[src/hw/rtl/tspsch_pkg.sv]
package tspsch_pkg;

  // Default number of process slots in the table.
  localparam int unsigned TSPSCH_NUM_SLOTS = 16;

  // Field widths of the stream payloads.
  localparam int unsigned CMD_W      = 2;
  localparam int unsigned SLOT_W     = 4;
  localparam int unsigned PRIO_W     = 8;
  localparam int unsigned SLICE_W    = 9;
  localparam int unsigned TICKS_W    = 32;
  localparam int unsigned IN_DATA_W  = 24;
  localparam int unsigned OUT_DATA_W = 48;

  // Commands carried in the input tuser field.
  typedef enum logic [CMD_W-1:0] {
    CMD_TICK    = 2'd0,
    CMD_WRITE   = 2'd1,
    CMD_RESCHED = 2'd2
  } cmd_e;

  // One process slot entry.
  typedef struct packed {
    logic               runnable;
    logic [PRIO_W-1:0]  prio;
    logic [SLICE_W-1:0] slices;
    logic [TICKS_W-1:0] ticks;
  } entry_t;

  // Operation that a cell performs on its entry.
  typedef enum logic [2:0] {
    CELL_HOLD,
    CELL_LOAD,
    CELL_TICK,
    CELL_SHIFT,
    CELL_REFILL
  } cell_op_e;

  // Control bundle from the sequencer to each cell.
  typedef struct packed {
    cell_op_e op;
    entry_t   wr_entry;
  } cell_ctrl_t;

endpackage

[src/hw/rtl/time_slice_process_scheduler_core.sv]
// Time-slice process scheduler. The slot table lives in a ring of NUM_SLOTS
// cells, one slot per cell, cleared at reset. Each input transaction carries a
// command in tuser (clock tick, entry write or reschedule request) and returns
// exactly one result transaction with the current slot, its slices and run
// ticks. For a write, an unused command or a tick that leaves slices above zero
// the sequencer goes straight to its report state, which loads the registered
// result. A selection rotates the whole ring past a single compare stage at the
// head cell, one slot per cycle, then reports; when no runnable slot has slices
// the table is refilled and scanned a second time before the report. One
// transaction is in flight at a time; the next one is accepted at the same edge
// that takes the result, or later while the result side stalls.
module time_slice_process_scheduler_core import tspsch_pkg::*; #(
  parameter int unsigned NUM_SLOTS = TSPSCH_NUM_SLOTS
) (
  input  logic                  clk_i,
  input  logic                  rst_ni,
  input  logic                  s_axis_tvalid,
  output logic                  s_axis_tready,
  // slot[3:0], runnable[4], prio_value[12:5], slice_value[21:13], zero fill
  input  logic [IN_DATA_W-1:0]  s_axis_tdata,
  // cmd[1:0]
  input  logic [CMD_W-1:0]      s_axis_tuser,
  output logic                  m_axis_tvalid,
  input  logic                  m_axis_tready,
  // cur_slot[3:0], switched[4], idle[5], cur_slices[14:6],
  // cur_run_ticks[46:15], zero fill
  output logic [OUT_DATA_W-1:0] m_axis_tdata
);

  localparam int unsigned SW    = (NUM_SLOTS > 1) ? $clog2(NUM_SLOTS) : 1;
  localparam int unsigned CMP_W = 7;

  typedef enum logic [1:0] {
    ST_IDLE,
    ST_SCAN,
    ST_REFILL,
    ST_REPORT
  } state_e;

  state_e                 state_q, state_d;
  logic [SW-1:0]          cnt_q, cnt_d;
  logic                   pass_q, pass_d;
  logic                   found_q, found_d;
  logic [SW-1:0]          best_q, best_d;
  logic [SLICE_W-1:0]     most_q, most_d;
  logic [SW-1:0]          cur_q, cur_d;
  logic                   sw_q, sw_d;
  logic                   idle_q, idle_d;
  logic                   m_valid_q, m_valid_d;
  logic [OUT_DATA_W-1:0]  m_data_q, m_data_d;

  entry_t                 cell_entry [NUM_SLOTS];
  cell_ctrl_t             cell_ctrl  [NUM_SLOTS];

  // Input field unpacking.
  logic [SLOT_W-1:0]      in_slot;
  entry_t                 in_entry;
  logic                   in_accept;
  logic                   slot_ok;
  logic [SW-1:0]          wr_idx;
  entry_t                 cur_entry;
  entry_t                 head;
  logic                   head_hit;
  logic                   scan_last;

  assign in_slot          = s_axis_tdata[3:0];
  assign in_entry.runnable = s_axis_tdata[4];
  assign in_entry.prio     = s_axis_tdata[12:5];
  assign in_entry.slices   = s_axis_tdata[21:13];
  assign in_entry.ticks    = '0;

  assign s_axis_tready = (state_q == ST_IDLE) && (!m_valid_q || m_axis_tready);
  assign in_accept     = s_axis_tvalid && s_axis_tready;
  assign slot_ok       = {3'b000, in_slot} < CMP_W'(NUM_SLOTS);
  assign wr_idx        = SW'(in_slot);
  assign cur_entry     = cell_entry[cur_q];
  assign head          = cell_entry[0];
  assign head_hit      = head.runnable && (head.slices > most_q);
  assign scan_last     = (cnt_q == SW'(NUM_SLOTS - 1));

  // Per-cell operation select.
  always_comb begin
    for (int i = 0; i < NUM_SLOTS; i++) begin
      cell_ctrl[i].op       = CELL_HOLD;
      cell_ctrl[i].wr_entry = in_entry;
      if (state_q == ST_SCAN) begin
        cell_ctrl[i].op = CELL_SHIFT;
      end else if (state_q == ST_REFILL) begin
        cell_ctrl[i].op = CELL_REFILL;
      end else if (in_accept) begin
        if (s_axis_tuser == CMD_WRITE && slot_ok && wr_idx == SW'(i)) begin
          cell_ctrl[i].op = CELL_LOAD;
        end else if (s_axis_tuser == CMD_TICK && cur_q == SW'(i)) begin
          cell_ctrl[i].op = CELL_TICK;
        end
      end
    end
  end

  // Ring of slot cells; each cell takes its successor's entry on a shift.
  for (genvar g = 0; g < NUM_SLOTS; g++) begin : g_cell
    localparam int unsigned NXT = (g + 1) % NUM_SLOTS;
    tspsch_cell u_cell (
      .clk_i   (clk_i),
      .rst_ni  (rst_ni),
      .ctrl_i  (cell_ctrl[g]),
      .next_i  (cell_entry[NXT]),
      .entry_o (cell_entry[g])
    );
  end

  // Sequencer next-state logic.
  always_comb begin
    state_d   = state_q;
    cnt_d     = cnt_q;
    pass_d    = pass_q;
    found_d   = found_q;
    best_d    = best_q;
    most_d    = most_q;
    cur_d     = cur_q;
    sw_d      = sw_q;
    idle_d    = idle_q;
    m_valid_d = m_valid_q;
    m_data_d  = m_data_q;

    if (m_valid_q && m_axis_tready) begin
      m_valid_d = 1'b0;
    end

    unique case (state_q)
      ST_IDLE: begin
        if (in_accept) begin
          sw_d    = 1'b0;
          idle_d  = 1'b0;
          cnt_d   = '0;
          pass_d  = 1'b0;
          found_d = 1'b0;
          best_d  = '0;
          most_d  = '0;
          // A tick reschedules when it leaves the slot without slices.
          if ((s_axis_tuser == CMD_TICK && cur_entry.slices <= SLICE_W'(1)) ||
              s_axis_tuser == CMD_RESCHED) begin
            state_d = ST_SCAN;
          end else begin
            state_d = ST_REPORT;
          end
        end
      end
      ST_SCAN: begin
        // The head cell holds slot cnt_q; a strictly larger count wins.
        if (head_hit) begin
          found_d = 1'b1;
          best_d  = cnt_q;
          most_d  = head.slices;
        end
        cnt_d = cnt_q + SW'(1);
        if (scan_last) begin
          cnt_d = '0;
          if (found_q || head_hit) begin
            cur_d   = head_hit ? cnt_q : best_q;
            sw_d    = (head_hit ? cnt_q : best_q) != cur_q;
            idle_d  = 1'b0;
            state_d = ST_REPORT;
          end else if (!pass_q) begin
            pass_d  = 1'b1;
            state_d = ST_REFILL;
          end else begin
            sw_d    = 1'b0;
            idle_d  = 1'b1;
            state_d = ST_REPORT;
          end
        end
      end
      ST_REFILL: begin
        state_d = ST_SCAN;
      end
      ST_REPORT: begin
        m_valid_d = 1'b1;
        m_data_d  = {1'b0, cur_entry.ticks, cur_entry.slices, idle_q, sw_q, 4'(cur_q)};
        state_d   = ST_IDLE;
      end
    endcase
  end

  // Sequencer state and result register.
  always_ff @(posedge clk_i or negedge rst_ni) begin
    if (!rst_ni) begin
      state_q   <= ST_IDLE;
      cnt_q     <= '0;
      pass_q    <= 1'b0;
      found_q   <= 1'b0;
      best_q    <= '0;
      most_q    <= '0;
      cur_q     <= '0;
      sw_q      <= 1'b0;
      idle_q    <= 1'b0;
      m_valid_q <= 1'b0;
    end else begin
      state_q   <= state_d;
      cnt_q     <= cnt_d;
      pass_q    <= pass_d;
      found_q   <= found_d;
      best_q    <= best_d;
      most_q    <= most_d;
      cur_q     <= cur_d;
      sw_q      <= sw_d;
      idle_q    <= idle_d;
      m_valid_q <= m_valid_d;
    end
  end

  always_ff @(posedge clk_i) begin
    m_data_q <= m_data_d;
  end

  assign m_axis_tvalid = m_valid_q;
  assign m_axis_tdata  = m_data_q;

endmodule

[src/hw/rtl/tspsch_cell.sv]
module tspsch_cell import tspsch_pkg::*; (
  input  logic       clk_i,
  input  logic       rst_ni,
  input  cell_ctrl_t ctrl_i,
  input  entry_t     next_i,
  output entry_t     entry_o
);

  entry_t entry_q, entry_d;

  // Next value of the slot entry held by this cell.
  always_comb begin
    entry_d = entry_q;
    case (ctrl_i.op)
      CELL_LOAD: begin
        entry_d = ctrl_i.wr_entry;
      end
      CELL_TICK: begin
        entry_d.ticks = entry_q.ticks + TICKS_W'(1);
        if (entry_q.slices != '0) begin
          entry_d.slices = entry_q.slices - SLICE_W'(1);
        end
      end
      CELL_SHIFT: begin
        entry_d = next_i;
      end
      CELL_REFILL: begin
        // Half the remaining slices plus the priority; at most 510, no overflow.
        entry_d.slices = {1'b0, entry_q.slices[SLICE_W-1:1]} + SLICE_W'(entry_q.prio);
      end
      default: begin
        entry_d = entry_q;
      end
    endcase
  end

  always_ff @(posedge clk_i or negedge rst_ni) begin
    if (!rst_ni) begin
      entry_q <= '0;
    end else begin
      entry_q <= entry_d;
    end
  end

  assign entry_o = entry_q;

endmodule

[config.mk]
export PLATFORM = sky130hd
export DESIGN_NAME = time_slice_process_scheduler_core
export DESIGN_NICKNAME = d
export VERILOG_FILES = /design/src/hw/rtl/tspsch_pkg.sv /design/src/hw/rtl/time_slice_process_scheduler_core.sv /design/src/hw/rtl/tspsch_cell.sv
export SDC_FILE = /design/constraint.sdc
export NUM_CORES = 2
export LEC_CHECK = 0
export BUFFER_PORTS_ARGS = -buffer_cell sky130_fd_sc_hd__buf_4
export CORE_UTILIZATION = 40
export DETAILED_ROUTE_END_ITERATION = 10
export SLEW_MARGIN = 15
export SYNTH_ARGS = -nofsm -noshare
export SYNTH_HDL_FRONTEND = slang
export SYNTH_HIERARCHICAL = 1
export SYNTH_SLANG_ARGS = --single-unit
[constraint.sdc]
create_clock -name clk_i -period 4.35 [get_ports clk_i]
set_clock_uncertainty 0.15 [all_clocks]
set_input_delay 1.305 -clock clk_i [delete_from_list [all_inputs] [get_ports clk_i]]
set_output_delay 1.305 -clock clk_i [all_outputs]
set_load 0.01 [all_outputs]
==> flow_summary.yaml <==
clocking:
  cts_inserted_buffers: 117
  numClockSinks: 875
  post_cts_buffers: 0
  cts_tree: "done"
  clk_pin_slew_ps: 60
  cts_hold_buffers: 0
  insertion_delay_ps: 810
  cts_resized: 0
  cts.path.max_buffers: 3
  root_buffer: "clkbuf_16"
  cts-htree-levels: 3
critical_path:
  cp_slowest_cell: "o21ai_4"
  path_class: "input pin to register"
  crit_fanout: 10
  critPathLaunchType: "input pin"
  cp_top_family: "simple AND/OR/NAND/NOR gates"
  critPathArrivalTime_ps: 4240
  required_ps: 4900
  max_stage_delay_ps: 510
  crit_chain: "buf_4 -> nand2b_1 -> nand3_1 -> buf_4 -> buf_4 -> nor3_1 -> nand3_1 -> buf_4 -> o21ai_4 -> buf_4 -> nand2b_1 -> nor2_1 -> buf_4 -> o22ai_1 -> nor3_1"
  setup.worst_path.end_class: "register"
  worst-path-buf-inv: 6
  crit_path_frequent_cell: "buf_4"
drt:
  totalWireLength_um: 362000
  first_pass_iters: 9
  num_vias: 79400
  wl_met3_um: 39800
  wl_met1_um: 147000
  avgRoutedWirePerCell_um: 29.7
  drt-initial-drc-count: 10300
  top_layer: "met5"
  drc: 0
  routed-wl-met2_um: 149000
  detail-route-antenna-nets: 0
  vias_per_cell: 6.51
sta:
  max_freq_mhz: 271
  final_max_slew_viol_count: 0
  tightest_slew_ps: 1280
  fin_crit_ps: 3690
  slew_headroom: 0.140
  fin_crit_sh: 0.849
  rsz0062_at_grt: "false"
  hold_viol_final: 0
  setup_violations: 0
floorplanning:
  die_h_um: 434
  rows: 158
  die_area_mm2: 0.188
  io_pins: 80
  start_util: 0.402
  die_w_um: 434
  coreArea_mm2: 0.185
place:
  hpwlAfterDp_um: 273000
  dp_cells: 12000
  gp_congestion: 1.06
  io_buffers: 76
  dpl_cell_area_mm2: 0.0847
outcome:
  outcome: "finished, final reports clean"
finish:
  final_common_cell: "dfrtp_1"
  fillCellCount: 17900
  layout_common_cells: "dfrtp_1, buf_4, nand2_1, a21oi_1, nor2_1"
  drive_gt1_frac: 0.163
  finalNetCount: 9808
  area_growth_pct: 19.2
  seq_area_mm2: 0.0221
  multiInputGateArea_mm2: 0.0509
  fin_util: 0.480
  final_cells: 12200
  design_area_mm2: 0.0889
pwr:
  peakVddDrop_v: 0.000658
  p_per_area_mw_per_mm2: 1010
  p_leak_nw: 36.4
global_routing:
  overflow: 0
  antenna_found_initial: 44
  grt_max_degree: 150
  grt_pass1_wl_um: 516000
  grt_pass1_vias: 73100
  grtUsageTotal: 0.373
synth:
  ys_seq_area_frac: 0.297
  synth_area_mm2: 0.0746
  yosys.area_share.simple: 0.223
  syn_area_per_cell_um2: 8.57
  yosys_register_bits: 875
  synth_top_family_by_area: "compound AO/OA/AOI/OAI gates"
  synthXorXnorAreaFrac: 0.0208
  async_reset_ff_frac: 0.946
  synth_edf_count: 47
  synth_mux_area_frac: 0.113
  synth_cell_types: 119
  synth_adder_area_share: 0.0328
  synthFlopType: "dfrtp_1"
  ys_warn_count: 6
  synth-compound-area-share: 0.262
  syn_inst: 8712
min_path:
  hp-class: "register to register"
flow_run:
  drv_cap: 0
==> metrics by stage <==
stage	setup TNS (ps)	worst slack (ps)	hold WS (ps)	power, mW
after floorplan	0	293	270	52.5
after global placement	-30.6	-30.6	310	76.0
after detailed placement	-93.8	-41.7	320	77.1
after CTS	0	770	337	88.2
after global routing	0	553	346	94.4
final	0	658	337	90.3
==> path summary, 6_finish.rpt <==
kind / end / depth (start not counted) / slack (ps) / startpoint
worst min-delay path: g_cell[3].u_cell/entry_o[49]$_DFFE_PN0P_ / 2 / 340 / g_cell[3].u_cell/entry_o[49]$_DFFE_PN0P_
worst min register to register: g_cell[3].u_cell/entry_o[49]$_DFFE_PN0P_ / 2 / 340 / g_cell[3].u_cell/entry_o[49]$_DFFE_PN0P_
worst max-delay path: g_cell[7].u_cell/entry_o[28]$_DFFE_PN0P_ / 15 / 660 / m_axis_tready
worst max register to register: g_cell[7].u_cell/entry_o[28]$_DFFE_PN0P_ / 10 / 760 / cur_q[0]$_DFFE_PN0P_
max in group asynchronous: g_cell[7].u_cell/entry_o[7]$_DFFE_PN0P_ / 2 / 2460 / rst_ni
min in group asynchronous: g_cell[1].u_cell/entry_o[0]$_DFFE_PN0P_ / 1 / 450 / rst_ni
==> state kept, by name (all words and copies together) (netlist names) <==
| name | flops |
|---|---|
| idle_q | 1 |
| m_axis_tvalid | 1 |
| state_q | 2 |
| cur_q | 4 |
| sw_q | 1 |
| most_q | 9 |
| m_axis_tdata | 47 |
| g_cell.u_cell/entry_o | 800 |
| pass_q | 1 |
| best_q | 4 |
| cnt_q | 4 |
| found_q | 1 |
==> per-layer routing <==
metal | vias to the layer above | track usage
met5 | - | 0
met2 | 4897 | 0.534
met3 | 938 | 0.0876
li1 | 34700 | -
met1 | 38800 | 0.508
met4 | 12 | 0.225
==> cell families (layout without fill, tap and decap cells) <==
| kind of cell | Yosys count | in the layout |
|---|---|---|
| AO/OA/AOI/OAI | 2946 | 2946 |
| flip-flops | 875 | 875 |
| AND/OR/NAND/NOR | 3061 | 3061 |
| other | 1 | 545 |
| XOR/XNOR | 177 | 177 |
| multiplexers | 588 | 588 |
| adder cells (fa/ha/maj) | 186 | 186 |
| buffers and inverters | 878 | 1332 |
==> layout make-up <==
cell class / count / area share
tap: 2480 / 0.0349
timing repair buffer: 863 / 0.0854
inverter: 254 / 0.0107
clock inverter: 55 / 0.00830
clock buffer: 160 / 0.0386
antenna: 22 / 0.000619
sequential: 875 / 0.249
multi-input combinational: 7481 / 0.572
==> synthesized netlist by cell type, types with 118 or more instances <==
cell       number  share of area
inv_1         236          0.012
o21ai_0       579          0.039
a31oi_1       177          0.015
nand4_1       167          0.014
xnor2_1       118          0.014
nand3_1       269          0.018
ha_1          170          0.028
nand2b_1      131          0.011
o22ai_1       137          0.011
nor2_1        630          0.032
nor3_1        183          0.012
nand2_1       765          0.038
a2bb2oi_1     125          0.015
mux2i_1       349          0.047
nor2b_1       119          0.010
and3_1        124          0.010
a21oi_1       711          0.048
mux4_2        197          0.059
clkbuf_1      308          0.015
buf_2         239          0.016
dfrtp_1       828           0.28
==> worst min-delay path, cell delays in order, from the launching register on <==
cell	delay, ps
dfrtp_1	350
nand2_1	50
o21ai_0	60
==> power breakdown <==
group | switching [mW] | internal, mW | leakage [nW] | total (mW)
clock | 4.37 | 6.43 | 2.03 | 10.8
combinational | 31.9 | 24.3 | 24.2 | 56.2
sequential | 10.8 | 12.4 | 10.2 | 23.3
total | 47.1 | 43.2 | 36.4 | 90.3
Note: power is estimated with default switching activity, not from simulation.
